--- config.mk ---
export PLATFORM = sky130hd
export DESIGN_NAME = control_surface_cc_reducer_core
export DESIGN_NICKNAME = d
export VERILOG_FILES = /design/src/cscr_pkg.sv /design/src/cscr_ram.sv /design/src/cscr_decode.sv /design/src/cscr_update.sv /design/src/control_surface_cc_reducer_core.sv
export SDC_FILE = /design/constraint.sdc
export NUM_CORES = 1
export LEC_CHECK = 0
export BUFFER_PORTS_ARGS = -buffer_cell sky130_fd_sc_hd__buf_2
export CAP_MARGIN = 20
export CORE_MARGIN = 5
export CORE_UTILIZATION = 56
export DETAILED_ROUTE_END_ITERATION = 12
export HOLD_SLACK_MARGIN = 0.03
export PLACE_DENSITY = 0.76
export REMOVE_ABC_BUFFERS = 1
export SYNTH_ARGS = -nofsm -noshare
export SYNTH_HDL_FRONTEND = slang
export SYNTH_HIERARCHICAL = 1
export SYNTH_SLANG_ARGS = --single-unit
--- constraint.sdc ---
create_clock -name clk -period 4.27 [get_ports clk]
set_clock_uncertainty 0.1 [all_clocks]
set_input_delay 1.281 -clock clk [delete_from_list [all_inputs] [get_ports clk]]
set_output_delay 1.281 -clock clk [all_outputs]
set_load 0.03 [all_outputs]
--- src/cscr_pkg.sv ---
package cscr_pkg;

    localparam int PAGES   = 4;
    localparam int SLOTS   = 8;
    localparam int PAGE_W  = 2;
    localparam int SLOT_W  = 3;
    localparam int ADDR_W  = PAGE_W + SLOT_W;
    localparam int DEPTH   = PAGES * SLOTS;
    localparam int ENTRY_W = 8;
    localparam int COUNT_W = 3;

    localparam logic [3:0] STATUS_CC = 4'hB;

    localparam logic [6:0] CC_PAD_FIRST  = 7'd1;
    localparam logic [6:0] CC_PAD_LAST   = 7'd8;
    localparam logic [6:0] CC_ENC_FIRST  = 7'd11;
    localparam logic [6:0] CC_ENC_LAST   = 7'd18;
    localparam logic [6:0] CC_SW_FIRST   = 7'd19;
    localparam logic [6:0] CC_SW_LAST    = 7'd26;
    localparam logic [6:0] CC_DIAL       = 7'd34;
    localparam logic [6:0] CC_MODE_FIRST = 7'd35;
    localparam logic [6:0] CC_MODE_LAST  = 7'd38;
    localparam logic [6:0] CC_LEFT       = 7'd39;
    localparam logic [6:0] CC_RIGHT      = 7'd40;
    localparam logic [6:0] CC_BANK_FIRST = 7'd42;
    localparam logic [6:0] CC_BANK_LAST  = 7'd45;
    localparam logic [6:0] CC_DIV_HOLD   = 7'd57;
    localparam logic [6:0] CC_SHIFT      = 7'd58;

    localparam logic [6:0] VALUE_PRESSED = 7'd127;
    localparam logic [6:0] VALUE_MAX     = 7'd127;
    localparam logic [6:0] VALUE_RESET   = 7'd64;
    localparam logic [3:0] DIV_RESET     = 4'd1;

    typedef enum logic [3:0] {
        EV_PAD        = 4'd0,
        EV_ENCODER    = 4'd1,
        EV_DIV_PICK   = 4'd2,
        EV_SWITCH     = 4'd3,
        EV_DIAL       = 4'd4,
        EV_MODE_PAGE  = 4'd5,
        EV_LEFT       = 4'd6,
        EV_RIGHT      = 4'd7,
        EV_BANK       = 4'd8,
        EV_DIV_HELD   = 4'd9,
        EV_SHIFT_HELD = 4'd10
    } event_kind_t;

    typedef enum logic [1:0] {
        MOP_NONE   = 2'd0,
        MOP_ADJUST = 2'd1,
        MOP_TOGGLE = 2'd2
    } mem_op_t;

    typedef struct packed {
        event_kind_t         kind;
        mem_op_t             mop;
        logic [ADDR_W-1:0]   addr;
        logic [6:0]          delta;
        logic [3:0]          pad_number;
        logic [6:0]          velocity;
        logic [1:0]          pad_bank;
        logic [SLOT_W-1:0]   slot_index;
        logic [PAGE_W-1:0]   page_index;
        logic [3:0]          time_division;
        logic                flag;
    } item_t;

endpackage

--- src/cscr_ram.sv ---
module cscr_ram #(
    parameter int WIDTH = 8,
    parameter int DEPTH = 32
) (
    input  logic                     clk,
    input  logic                     wr_en,
    input  logic [$clog2(DEPTH)-1:0] wr_addr,
    input  logic [WIDTH-1:0]         wr_data,
    input  logic                     rd_en,
    input  logic [$clog2(DEPTH)-1:0] rd_addr,
    output logic [WIDTH-1:0]         rd_data
);

    logic [WIDTH-1:0] mem_reg [DEPTH];

    always_ff @(posedge clk)
    begin
        if (wr_en)
        begin
            mem_reg[wr_addr] <= wr_data;
        end
        if (rd_en)
        begin
            rd_data <= mem_reg[rd_addr];
        end
    end

endmodule

--- src/cscr_decode.sv ---
module cscr_decode
    import cscr_pkg::*;
(
    input  logic               clk,
    input  logic               rst_n,
    input  logic [7:0]         status_byte,
    input  logic [6:0]         data_one,
    input  logic [6:0]         data_two,
    input  logic               message_complete,
    input  logic               accept,
    input  logic               cfg_fire,
    input  logic [COUNT_W-1:0] cfg_count,
    output item_t              item,
    output logic               emit
);

    logic [PAGE_W-1:0]  page_reg, page_next;
    logic [SLOT_W-1:0]  slot_reg, slot_next;
    logic [1:0]         bank_reg, bank_next;
    logic [3:0]         div_reg, div_next;
    logic               div_held_reg, div_held_next;
    logic               shift_reg, shift_next;
    logic [COUNT_W-1:0] count_reg, count_next;
    logic [PAGE_W-1:0]  cfg_page;
    logic               is_cc;
    logic               pressed;
    logic [6:0]         offset;

    always_comb
    begin
        if (cfg_count == '0)
        begin
            count_next = COUNT_W'(1);
        end
        else if (cfg_count > COUNT_W'(PAGES))
        begin
            count_next = COUNT_W'(PAGES);
        end
        else
        begin
            count_next = cfg_count;
        end
        if ({1'b0, page_reg} >= count_next)
        begin
            cfg_page = PAGE_W'(count_next - COUNT_W'(1));
        end
        else
        begin
            cfg_page = page_reg;
        end
    end

    always_comb
    begin
        is_cc         = message_complete && (status_byte[7:4] == STATUS_CC);
        pressed       = (data_two == VALUE_PRESSED);
        offset        = '0;
        emit          = 1'b0;
        page_next     = page_reg;
        slot_next     = slot_reg;
        bank_next     = bank_reg;
        div_next      = div_reg;
        div_held_next = div_held_reg;
        shift_next    = shift_reg;
        item          = '0;
        item.kind     = EV_PAD;
        item.mop      = MOP_NONE;
        item.delta    = data_two;

        if (is_cc)
        begin
            if (data_one >= CC_PAD_FIRST && data_one <= CC_PAD_LAST)
            begin
                emit            = 1'b1;
                item.kind       = EV_PAD;
                item.pad_number = data_one[3:0];
                item.velocity   = data_two;
            end
            else if (data_one >= CC_ENC_FIRST && data_one <= CC_ENC_LAST)
            begin
                offset    = data_one - CC_ENC_FIRST;
                slot_next = offset[SLOT_W-1:0];
                emit      = 1'b1;
                item.kind = EV_ENCODER;
                item.mop  = MOP_ADJUST;
            end
            else if (data_one >= CC_SW_FIRST && data_one <= CC_SW_LAST)
            begin
                if (pressed)
                begin
                    offset    = data_one - CC_SW_FIRST;
                    slot_next = offset[SLOT_W-1:0];
                    emit      = 1'b1;
                    if (div_held_reg)
                    begin
                        div_next  = 4'({1'b0, offset[SLOT_W-1:0]}) + 4'd1;
                        item.kind = EV_DIV_PICK;
                    end
                    else
                    begin
                        item.kind = EV_SWITCH;
                        item.mop  = MOP_TOGGLE;
                    end
                end
            end
            else if (data_one == CC_DIAL)
            begin
                emit      = 1'b1;
                item.kind = EV_DIAL;
                item.mop  = MOP_ADJUST;
            end
            else if (data_one >= CC_MODE_FIRST && data_one <= CC_MODE_LAST && pressed)
            begin
                offset = data_one - CC_MODE_FIRST;
                if (COUNT_W'(offset[PAGE_W-1:0]) < count_reg)
                begin
                    page_next = offset[PAGE_W-1:0];
                    emit      = 1'b1;
                    item.kind = EV_MODE_PAGE;
                end
            end
            else if (data_one == CC_LEFT && pressed)
            begin
                if (page_reg == '0)
                begin
                    page_next = PAGE_W'(count_reg - COUNT_W'(1));
                end
                else
                begin
                    page_next = page_reg - PAGE_W'(1);
                end
                emit      = 1'b1;
                item.kind = EV_LEFT;
            end
            else if (data_one == CC_RIGHT && pressed)
            begin
                if (COUNT_W'(page_reg) + COUNT_W'(1) == count_reg)
                begin
                    page_next = '0;
                end
                else
                begin
                    page_next = page_reg + PAGE_W'(1);
                end
                emit      = 1'b1;
                item.kind = EV_RIGHT;
            end
            else if (data_one >= CC_BANK_FIRST && data_one <= CC_BANK_LAST && pressed
                     && shift_reg)
            begin
                offset    = data_one - CC_BANK_FIRST;
                bank_next = offset[1:0];
                emit      = 1'b1;
                item.kind = EV_BANK;
            end
            else if (data_one == CC_DIV_HOLD)
            begin
                div_held_next = pressed;
                emit          = 1'b1;
                item.kind     = EV_DIV_HELD;
                item.flag     = pressed;
            end
            else if (data_one == CC_SHIFT)
            begin
                shift_next = pressed;
                emit       = 1'b1;
                item.kind  = EV_SHIFT_HELD;
                item.flag  = pressed;
            end
        end

        item.addr          = {page_next, slot_next};
        item.pad_bank      = bank_next;
        item.slot_index    = slot_next;
        item.page_index    = page_next;
        item.time_division = div_next;
    end

    always_ff @(posedge clk or negedge rst_n)
    begin
        if (!rst_n)
        begin
            page_reg     <= '0;
            slot_reg     <= '0;
            bank_reg     <= '0;
            div_reg      <= DIV_RESET;
            div_held_reg <= 1'b0;
            shift_reg    <= 1'b0;
            count_reg    <= COUNT_W'(PAGES);
        end
        else
        begin
            if (accept)
            begin
                slot_reg     <= slot_next;
                bank_reg     <= bank_next;
                div_reg      <= div_next;
                div_held_reg <= div_held_next;
                shift_reg    <= shift_next;
            end
            if (cfg_fire)
            begin
                count_reg <= count_next;
                page_reg  <= cfg_page;
            end
            else if (accept)
            begin
                page_reg <= page_next;
            end
        end
    end

endmodule

--- src/cscr_update.sv ---
module cscr_update
    import cscr_pkg::*;
(
    input  logic                clk,
    input  logic                rst_n,
    input  logic                load,
    input  item_t               item,
    output logic                take_ready,
    input  logic [ENTRY_W-1:0]  ram_rdata,
    output logic                wr_en,
    output logic [ADDR_W-1:0]   wr_addr,
    output logic [ENTRY_W-1:0]  wr_data,
    output logic                out_valid,
    input  logic                out_ready,
    output logic [3:0]          event_kind,
    output logic                render,
    output logic                pad_changed,
    output logic [3:0]          pad_number,
    output logic [6:0]          velocity,
    output logic                bank_changed,
    output logic [1:0]          pad_bank,
    output logic [2:0]          slot_index,
    output logic [6:0]          slot_value,
    output logic                flag_state,
    output logic [1:0]          page_index,
    output logic [3:0]          time_division
);

    logic                s1_valid_reg;
    item_t               s1_item_reg;
    logic                s1_init_reg;
    logic                byp_valid_reg;
    logic [ADDR_W-1:0]   byp_addr_reg;
    logic [ENTRY_W-1:0]  byp_data_reg;
    logic [DEPTH-1:0]    entry_valid_reg;
    logic                out_valid_reg;
    item_t               out_item_reg;
    logic [6:0]          out_value_reg;
    logic                out_flag_reg;

    logic                s1_adv;
    logic                byp_hit;
    logic [ENTRY_W-1:0]  cur_entry;
    logic [ENTRY_W-1:0]  new_entry;
    logic [7:0]          sum;
    logic [6:0]          adjusted;
    logic                new_flag;

    assign s1_adv     = s1_valid_reg && (!out_valid_reg || out_ready);
    assign take_ready = !s1_valid_reg || s1_adv;

    always_comb
    begin
        byp_hit = byp_valid_reg && (byp_addr_reg == s1_item_reg.addr);
        if (byp_hit)
        begin
            cur_entry = byp_data_reg;
        end
        else if (s1_init_reg)
        begin
            cur_entry = ram_rdata;
        end
        else
        begin
            cur_entry = {1'b0, VALUE_RESET};
        end

        sum = {1'b0, cur_entry[6:0]} + {1'b0, s1_item_reg.delta};
        if (s1_item_reg.delta == VALUE_PRESSED)
        begin
            adjusted = (cur_entry[6:0] == '0) ? '0 : cur_entry[6:0] - 7'd1;
        end
        else if (sum > {1'b0, VALUE_MAX})
        begin
            adjusted = VALUE_MAX;
        end
        else
        begin
            adjusted = sum[6:0];
        end

        case (s1_item_reg.mop)
            MOP_ADJUST: new_entry = {cur_entry[7], adjusted};
            MOP_TOGGLE: new_entry = {~cur_entry[7], cur_entry[6:0]};
            default:    new_entry = cur_entry;
        endcase

        new_flag = (s1_item_reg.mop == MOP_TOGGLE) ? new_entry[7] : s1_item_reg.flag;
    end

    assign wr_en   = s1_adv && (s1_item_reg.mop != MOP_NONE);
    assign wr_addr = s1_item_reg.addr;
    assign wr_data = new_entry;

    always_ff @(posedge clk or negedge rst_n)
    begin
        if (!rst_n)
        begin
            s1_valid_reg    <= 1'b0;
            byp_valid_reg   <= 1'b0;
            entry_valid_reg <= '0;
            out_valid_reg   <= 1'b0;
        end
        else
        begin
            if (load)
            begin
                s1_valid_reg  <= 1'b1;
                byp_valid_reg <= wr_en;
            end
            else if (s1_adv)
            begin
                s1_valid_reg <= 1'b0;
            end
            if (wr_en)
            begin
                entry_valid_reg[wr_addr] <= 1'b1;
            end
            if (s1_adv)
            begin
                out_valid_reg <= 1'b1;
            end
            else if (out_ready)
            begin
                out_valid_reg <= 1'b0;
            end
        end
    end

    always_ff @(posedge clk)
    begin
        if (load)
        begin
            s1_item_reg  <= item;
            s1_init_reg  <= entry_valid_reg[item.addr];
            byp_addr_reg <= wr_addr;
            byp_data_reg <= wr_data;
        end
        if (s1_adv)
        begin
            out_item_reg  <= s1_item_reg;
            out_value_reg <= new_entry[6:0];
            out_flag_reg  <= new_flag;
        end
    end

    assign out_valid     = out_valid_reg;
    assign event_kind    = out_item_reg.kind;
    assign render        = (out_item_reg.kind != EV_DIV_HELD)
                           && (out_item_reg.kind != EV_SHIFT_HELD);
    assign pad_changed   = (out_item_reg.kind == EV_PAD);
    assign pad_number    = out_item_reg.pad_number;
    assign velocity      = out_item_reg.velocity;
    assign bank_changed  = (out_item_reg.kind == EV_BANK);
    assign pad_bank      = out_item_reg.pad_bank;
    assign slot_index    = out_item_reg.slot_index;
    assign slot_value    = out_value_reg;
    assign flag_state    = out_flag_reg;
    assign page_index    = out_item_reg.page_index;
    assign time_division = out_item_reg.time_division;

    a_write_marks_entry: assert property (@(posedge clk) disable iff (!rst_n)
        wr_en |=> entry_valid_reg[$past(wr_addr)])
        else $error("Written entry was not marked valid.");

    a_load_has_room: assert property (@(posedge clk) disable iff (!rst_n)
        load |-> (!s1_valid_reg || s1_adv))
        else $error("Item loaded over an occupied read stage.");

    a_advance_fills_output: assert property (@(posedge clk) disable iff (!rst_n)
        s1_adv |=> out_valid_reg)
        else $error("Advanced item did not reach the output register.");

endmodule

--- src/control_surface_cc_reducer_core.sv ---
// Reduces three-byte MIDI control-change messages from a control surface to at most one
// event result each. One message is accepted per clock cycle, and the output register
// lets the next message be taken while a result waits. Per-page slot values and switch
// flags sit in one 32-entry memory with a registered read; each message with a result
// reads its entry on acceptance, and an adjust or toggle writes it back as its result
// moves into the output register, with a bypass covering a read of the entry being
// written in the same cycle. The input stalls only while a result waits on the output
// and the next message already holds the read stage. Valid bits make the memory read
// as its reset contents after reset, so no clearing pass is needed. The page count
// register may be written only while the block is idle.
module control_surface_cc_reducer_core
    import cscr_pkg::*;
(
    input  logic               clk,
    input  logic               rst_n,
    input  logic               in_valid,
    output logic               in_ready,
    input  logic [7:0]         status_byte,
    input  logic [6:0]         data_one,
    input  logic [6:0]         data_two,
    input  logic               message_complete,
    input  logic               cfg_valid,
    output logic               cfg_ready,
    input  logic [COUNT_W-1:0] page_count,
    output logic               out_valid,
    input  logic               out_ready,
    output logic [3:0]         event_kind,
    output logic               render,
    output logic               pad_changed,
    output logic [3:0]         pad_number,
    output logic [6:0]         velocity,
    output logic               bank_changed,
    output logic [1:0]         pad_bank,
    output logic [2:0]         slot_index,
    output logic [6:0]         slot_value,
    output logic               flag_state,
    output logic [1:0]         page_index,
    output logic [3:0]         time_division
);

    item_t              item;
    logic               emit;
    logic               accept;
    logic               load;
    logic               take_ready;
    logic [ENTRY_W-1:0] ram_rdata;
    logic               wr_en;
    logic [ADDR_W-1:0]  wr_addr;
    logic [ENTRY_W-1:0] wr_data;

    assign cfg_ready = 1'b1;
    assign in_ready  = take_ready;
    assign accept    = in_valid && take_ready;
    assign load      = accept && emit;

    cscr_decode u_decode (
        .clk              (clk),
        .rst_n            (rst_n),
        .status_byte      (status_byte),
        .data_one         (data_one),
        .data_two         (data_two),
        .message_complete (message_complete),
        .accept           (accept),
        .cfg_fire         (cfg_valid && cfg_ready),
        .cfg_count        (page_count),
        .item             (item),
        .emit             (emit)
    );

    cscr_ram #(
        .WIDTH (ENTRY_W),
        .DEPTH (DEPTH)
    ) u_slot_ram (
        .clk     (clk),
        .wr_en   (wr_en),
        .wr_addr (wr_addr),
        .wr_data (wr_data),
        .rd_en   (load),
        .rd_addr (item.addr),
        .rd_data (ram_rdata)
    );

    cscr_update u_update (
        .clk           (clk),
        .rst_n         (rst_n),
        .load          (load),
        .item          (item),
        .take_ready    (take_ready),
        .ram_rdata     (ram_rdata),
        .wr_en         (wr_en),
        .wr_addr       (wr_addr),
        .wr_data       (wr_data),
        .out_valid     (out_valid),
        .out_ready     (out_ready),
        .event_kind    (event_kind),
        .render        (render),
        .pad_changed   (pad_changed),
        .pad_number    (pad_number),
        .velocity      (velocity),
        .bank_changed  (bank_changed),
        .pad_bank      (pad_bank),
        .slot_index    (slot_index),
        .slot_value    (slot_value),
        .flag_state    (flag_state),
        .page_index    (page_index),
        .time_division (time_division)
    );

endmodule

Word level (Yosys, flattened, before mapping)
Memory sizes are Yosys's and may differ from the RTL's. A register that Yosys moved wholly into a read port is not among the register bits.
Index checks and enable logic that the tools add are counted.
- register bits after elaboration: 140
- memory bits (writable): 256
- input bits: 31
- output and inout port bits: 40
- logic and storage cells: 213
- memories: 1
- memories (name ; depth ; bits a word ; rd ports ; clocked after Yosys merged registers in ; write ports ; RTL line ; source):
    u_slot_ram.mem_reg ; 32 ; 8 ; 1 ; 1 ; 1 ; cscr_ram.sv:14 ; logic [WIDTH-1:0] mem_reg [DEPTH];
- add/sub/neg operators: 12
- $lt $le $gt $ge: 17
- equality and inequality tests: 16
- mux-type cells: 82
- bitwise operators: 12
- reductions and logical operators: 37
- operator list (kind ; count):
    $mux W4 ; 13
    $mux W2 ; 24
    $eq A7 B6 Y1 const B ; 5
    $or A32 B32 Y32 ; 1
    $mux W3 ; 9
    $mux W1 ; 26
    $mux W7 ; 3
    $logic_and A1 B1 Y1 ; 18
    $mux W8 ; 2
    $pmux W8 S2 ; 1
    $eq A7 B7 Y1 const B ; 2
    $ge A7 B6 Y1 const B ; 2
    $le A7 B5 Y1 const B ; 2
    $le A7 B6 Y1 const B ; 2
    $lt A5 B6 Y1 const B ; 2
    $mux W6 ; 2
    $reduce_and A12 Y1 ; 1
    $not A1 Y1 ; 11
    $reduce_and A11 Y1 ; 1
    $reduce_or A9 Y1 ; 1
    $add A7 B7 Y8 ; 1
    $eq A4 B4 Y1 const B ; 2
    $gt A8 B7 Y1 const B ; 1
    $ne A4 B4 Y1 const B ; 2
    32 further kinds ; 42

Logic depth before layout (Yosys ltp)
- word-level depth: 15
- mapped depth: 18
- mapped depth without buffers: 16

Modules after synthesis
The synthesis kept the hierarchy.
- by module, submodules not included (module ; instances ; cells each ; area each (um^2)):
    cscr_ram ; 1 ; 417 ; 10133.5
    cscr_update ; 1 ; 353 ; 5336.4
    cscr_decode ; 1 ; 228 ; 1868.0
    control_surface_cc_reducer_core ; 1 ; 4 ; 23.8

Worst setup path before layout
No wires, ideal clock.
- path type: in2reg
- start: in data_one[0]
- end: reg u_update.byp_valid_reg
- library setup time: 0.128 ns
- data arrival time: 5.212 ns
- data required time: 4.042 ns
- setup slack: -1.170 ns
- stages: 12
- buffers on the path: 1
- cells stage by stage: clkbuf_1 > inv_1 > ha_1 > ha_1 > a21boi_0 > o21bai_1 > nand2_1 > o21ai_0 > a21oi_1 > a41oi_1 > and3_1 > mux2_2
- word-level cells in the longest chain between the ends: 14
- elaborated cells on any way between the ends: 40
- classes of those cells: add/sub: 1; order compare: 11; eq/ne: 5; mux: 12; reduce/logical: 11
- RTL lines (element ; RTL line ; source):
    from (decl) ; control_surface_cc_reducer_core.sv:19 ; input logic [6:0] data_one,
    $ge A7 B6 Y1 or $le A7 B6 Y1 (tied branches) ; cscr_decode.sv:148 ; else if (data_one >= CC_BANK_FIRST && data_one <= CC_BANK_LAST && pressed
    $logic_and A1 B1 Y1 (2 in a row) ; cscr_decode.sv:148 ;
    $logic_and A1 B1 Y1 ; cscr_decode.sv:149 ; && shift_reg)
    $mux W1 ; cscr_decode.sv:148 ;
    $mux W1 ; cscr_decode.sv:135 ; else if (data_one == CC_RIGHT && pressed)
    $mux W1 ; cscr_decode.sv:122 ; else if (data_one == CC_LEFT && pressed)
    $mux W1 ; cscr_decode.sv:112 ; else if (data_one >= CC_MODE_FIRST && data_one <= CC_MODE_LAST && pressed)
    $mux W1 ; cscr_decode.sv:106 ; else if (data_one == CC_DIAL)
    $mux W1 ; cscr_decode.sv:87 ; else if (data_one >= CC_SW_FIRST && data_one <= CC_SW_LAST)
    $mux W1 ; cscr_decode.sv:79 ; else if (data_one >= CC_ENC_FIRST && data_one <= CC_ENC_LAST)
    $mux W1 * ; cscr_decode.sv:72 ; if (data_one >= CC_PAD_FIRST && data_one <= CC_PAD_LAST)
    $mux W1 * ; cscr_decode.sv:70 ; if (is_cc)
    named net emit ; control_surface_cc_reducer_core.sv:42 ; logic emit;
    $logic_and A1 B1 Y1 * ; control_surface_cc_reducer_core.sv:54 ; assign load = accept && emit;
    named net load ; control_surface_cc_reducer_core.sv:44 ; logic load;
    to (signal assigned) ; cscr_update.sv:109 ; byp_valid_reg <= wr_en;
    to (decl) ; cscr_update.sv:32 ; logic byp_valid_reg;
The timed path passes the listed nets; every way through them passes the cells marked *.
A chain may end at the register's enable or synchronous reset.

==> results.toml <==
[synthesis]
synthAdderAreaFrac_pct = 1.63
synth.area.top_cells = "edfxtp_1 (61%), mux4_2 (12%), dfrtp_1 (7.1%)"
async_flop_share_pct = 12.6
synth_top_family_by_area = "multiplexers"
synth_cell_types = 79
ys.flop_type = "edfxtp_1"
netlist_instances = 1002
synthSimpleGateAreaFrac_pct = 6.62
yosysWarnings = 6
synth_mux_area_share_pct = 14.2
synth_area_per_cell_um2 = 17.3
synth_edf_count = 353
synth_compound_area_share_pct = 5.30
ys_seq_area_share_pct = 68.4
syn_area_um2 = 17400
ys_ff_latch = 404
synth_xor_area_share_pct = 1.03
synth_top_area_share_pct = 61.1
synth.largest_area_cell = "edfxtp_1"

[critical_path]
path_class = "input pin to flip-flop"
worstPathMaxFanout = 9
critPathLaunchType = "input pin"
end_kind = "flip-flop"
cp_slowest_stage_delay_ns = 0.55
crit_chain = "buf_2 > inv_1 > ha_2 > inv_1 > a22oi_1 > a21o_1 > a21oi_2 > buf_4 > o21ai_4 > buf_12 > buf_16 > mux4_2 > mux4_2 > mux2_2"
worstPathArrival_ns = 4.39
slowest_stage = "mux4_2"
worstPathRequired_ns = 4.46

[floorplan]
die_h_um = 186
coreArea_um2 = 30600
rows = 64
die_w_um = 186
ios = 71
start_util_pct = 56.8
dieArea_um2 = 34600

[detailed_routing]
ant_nets = 0
wire_per_inst_um = 24.0
vias = 9849
drc_errors = 0
vias_per_cell = 6.13
routed_wl_um = 38500
dr.pass1.iters = 5
first_iter_violations = 1002

[timing]
tightest_slew_ns = 1.03
finalCriticalPeriod_ns = 4.20
hold_viol = 0
slew_violations = 0
fin_crit_sh_pct = 98.3
setup_violations = 0
slew_headroom_pct = 30.0
max_freq_mhz = 238

[job]
drv_cap = 0

[cells_and_area]
fill_cells = 1995
final_nets = 1232
fin_cells = 1607
area_growth_pct = 17.3
fin_util_pct = 66.5
largest_reg_flops = 256
multi_input_area_um2 = 5080
final_common_cell = "edfxtp_1"
drive_gt1_share_pct = 33.5
layout_common_cells = "edfxtp_1 (353), buf_4 (108), mux4_2 (90), buf_2 (65), nor2_1 (57)"
seq_area_um2 = 11900
antennaDiodeCount = 0

[clock_tree]
clk_pin_slew_worst_paths_ns = 0.06
insertion_delay_ns = 0.54
numCtsBuffers = 41
clockBufferDepth = 3
clkSinkCount = 404
htreeDepth = 2
cts_tree = "yes"
cts-root-buf = "clkbuf_16"

[power]
p_leak_nw = 7.29
p_total_mw = 8.29
vdd_ir_drop_max_mv = 0.393
power_density_nw_per_um2 = 407

[global_routing]
track_usage_pct = 22.1
grt_overflow = 0
grt_max_degree = 39
antenna_found_initial = 0
first_global_vias = 9864
grt_pass1_wl_um = 57900

[place]
place.port_buffers = 65
place_congestion = 0.882
post-dp-hpwl_um = 23600
dp.cells = 1521

[worst_hold_path]
min_path_type = "flip-flop to flip-flop"

[run_status]
status = "completed"
## logic make-up (layout without fill, tap and decap cells)
logic type | after synthesis | count (layout)
compound gates | 134 | 134
xor+xnor | 17 | 17
fa+ha+maj | 22 | 22
buf+inv | 84 | 293
flops | 404 | 404
mux | 129 | 129
other cells | 1 | 1
simple gates | 211 | 211
## metal layers
metal | vias to the layer above | part of all wire [%] | track usage, %
li1 | 4310 | - | -
met1 | 5016 | 39 | 29.9
met2 | 452 | 51 | 37.3
met3 | 71 | 7.1 | 3.44
met4 | 0 | 3.2 | 7.34
met5 | - | 0 | 0
## final cells by class
| cell class | count | share of cell area, % |
|---|---|---|
| well taps | 396 | 2.43 |
| inverters | 28 | 0.516 |
| multi-input cells | 514 | 24.9 |
| repair buffers | 190 | 7.46 |
| clock inverters | 26 | 1.01 |
| clock buffers | 49 | 5.29 |
| flip-flops and latches | 404 | 58.4 |
## synthesized netlist by cell type (8+ instances only)
cell type / number
a21o_1: 21
a21oi_1: 15
and2_1: 15
buf_4: 24
clkbuf_1: 12
dfrtp_1: 49
edfxtp_1: 353
ha_1: 21
inv_1: 27
mux2_2: 24
mux2i_1: 9
mux4_2: 90
nand2_1: 34
nand2b_1: 13
nand3_1: 11
nand3b_1: 12
nor2_1: 57
nor3b_1: 8
o21ai_0: 27
o21bai_1: 17
xnor2_1: 10
## final timing paths
path,start,to,slack [ns],cells after the start
max in group asynchronous,rst_n,u_update/entry_valid_reg[21],2.57,2
worst max register to register,u_update/wr_addr[1],u_slot_ram/mem_reg[7][6],0.23,15
worst max-delay path,data_one[1],u_slot_ram/rd_data[6],0.07,14
worst min-delay path,u_update/s1_item_reg[15],u_update/velocity[3],0.31,0
worst min register to register,u_update/s1_item_reg[15],u_update/velocity[3],0.31,0
min in group asynchronous,rst_n,u_decode/bank_reg[0],0.74,1
## through the flow
stage	cell area [um2]	worst slack [ns]	setup TNS [ns]	hold WS, ns
detailed placement	18900	-0.519	-7.07	0.305
floorplan	17000	-8.75	-168.56	0.300
CTS	20200	0.0401	0	0.309
finish	20400	0.0745	0	0.313
global route	20400	-0.00769	-0.0235	0.323
global placement	18900	-0.464	-3.90	0.301
## repair_timing
item / CTS / global route
setup buffers: 0 / 7
hold buffers: 0 / 0
gates resized for setup: 0 / 8
endpoints found under the setup margin: 0 / 77
## critical path, delay by kind of cell
kind	cells	cell delay (ns)
muxes	3	1.40
adders and majority gates	1	0.21
AOI/OAI and AO/OA	4	0.63
buffers and inverters	6	0.83
## report_power, final
group | total [mW] | internal, mW | switching, mW | leakage (nW)
clock | 3.41 | 1.94 | 1.47 | 0.635
sequential | 4.30 | 4.27 | 0.0268 | 3.79
combinational | 0.584 | 0.294 | 0.290 | 2.86
Power figures use the tool's default switching activity.
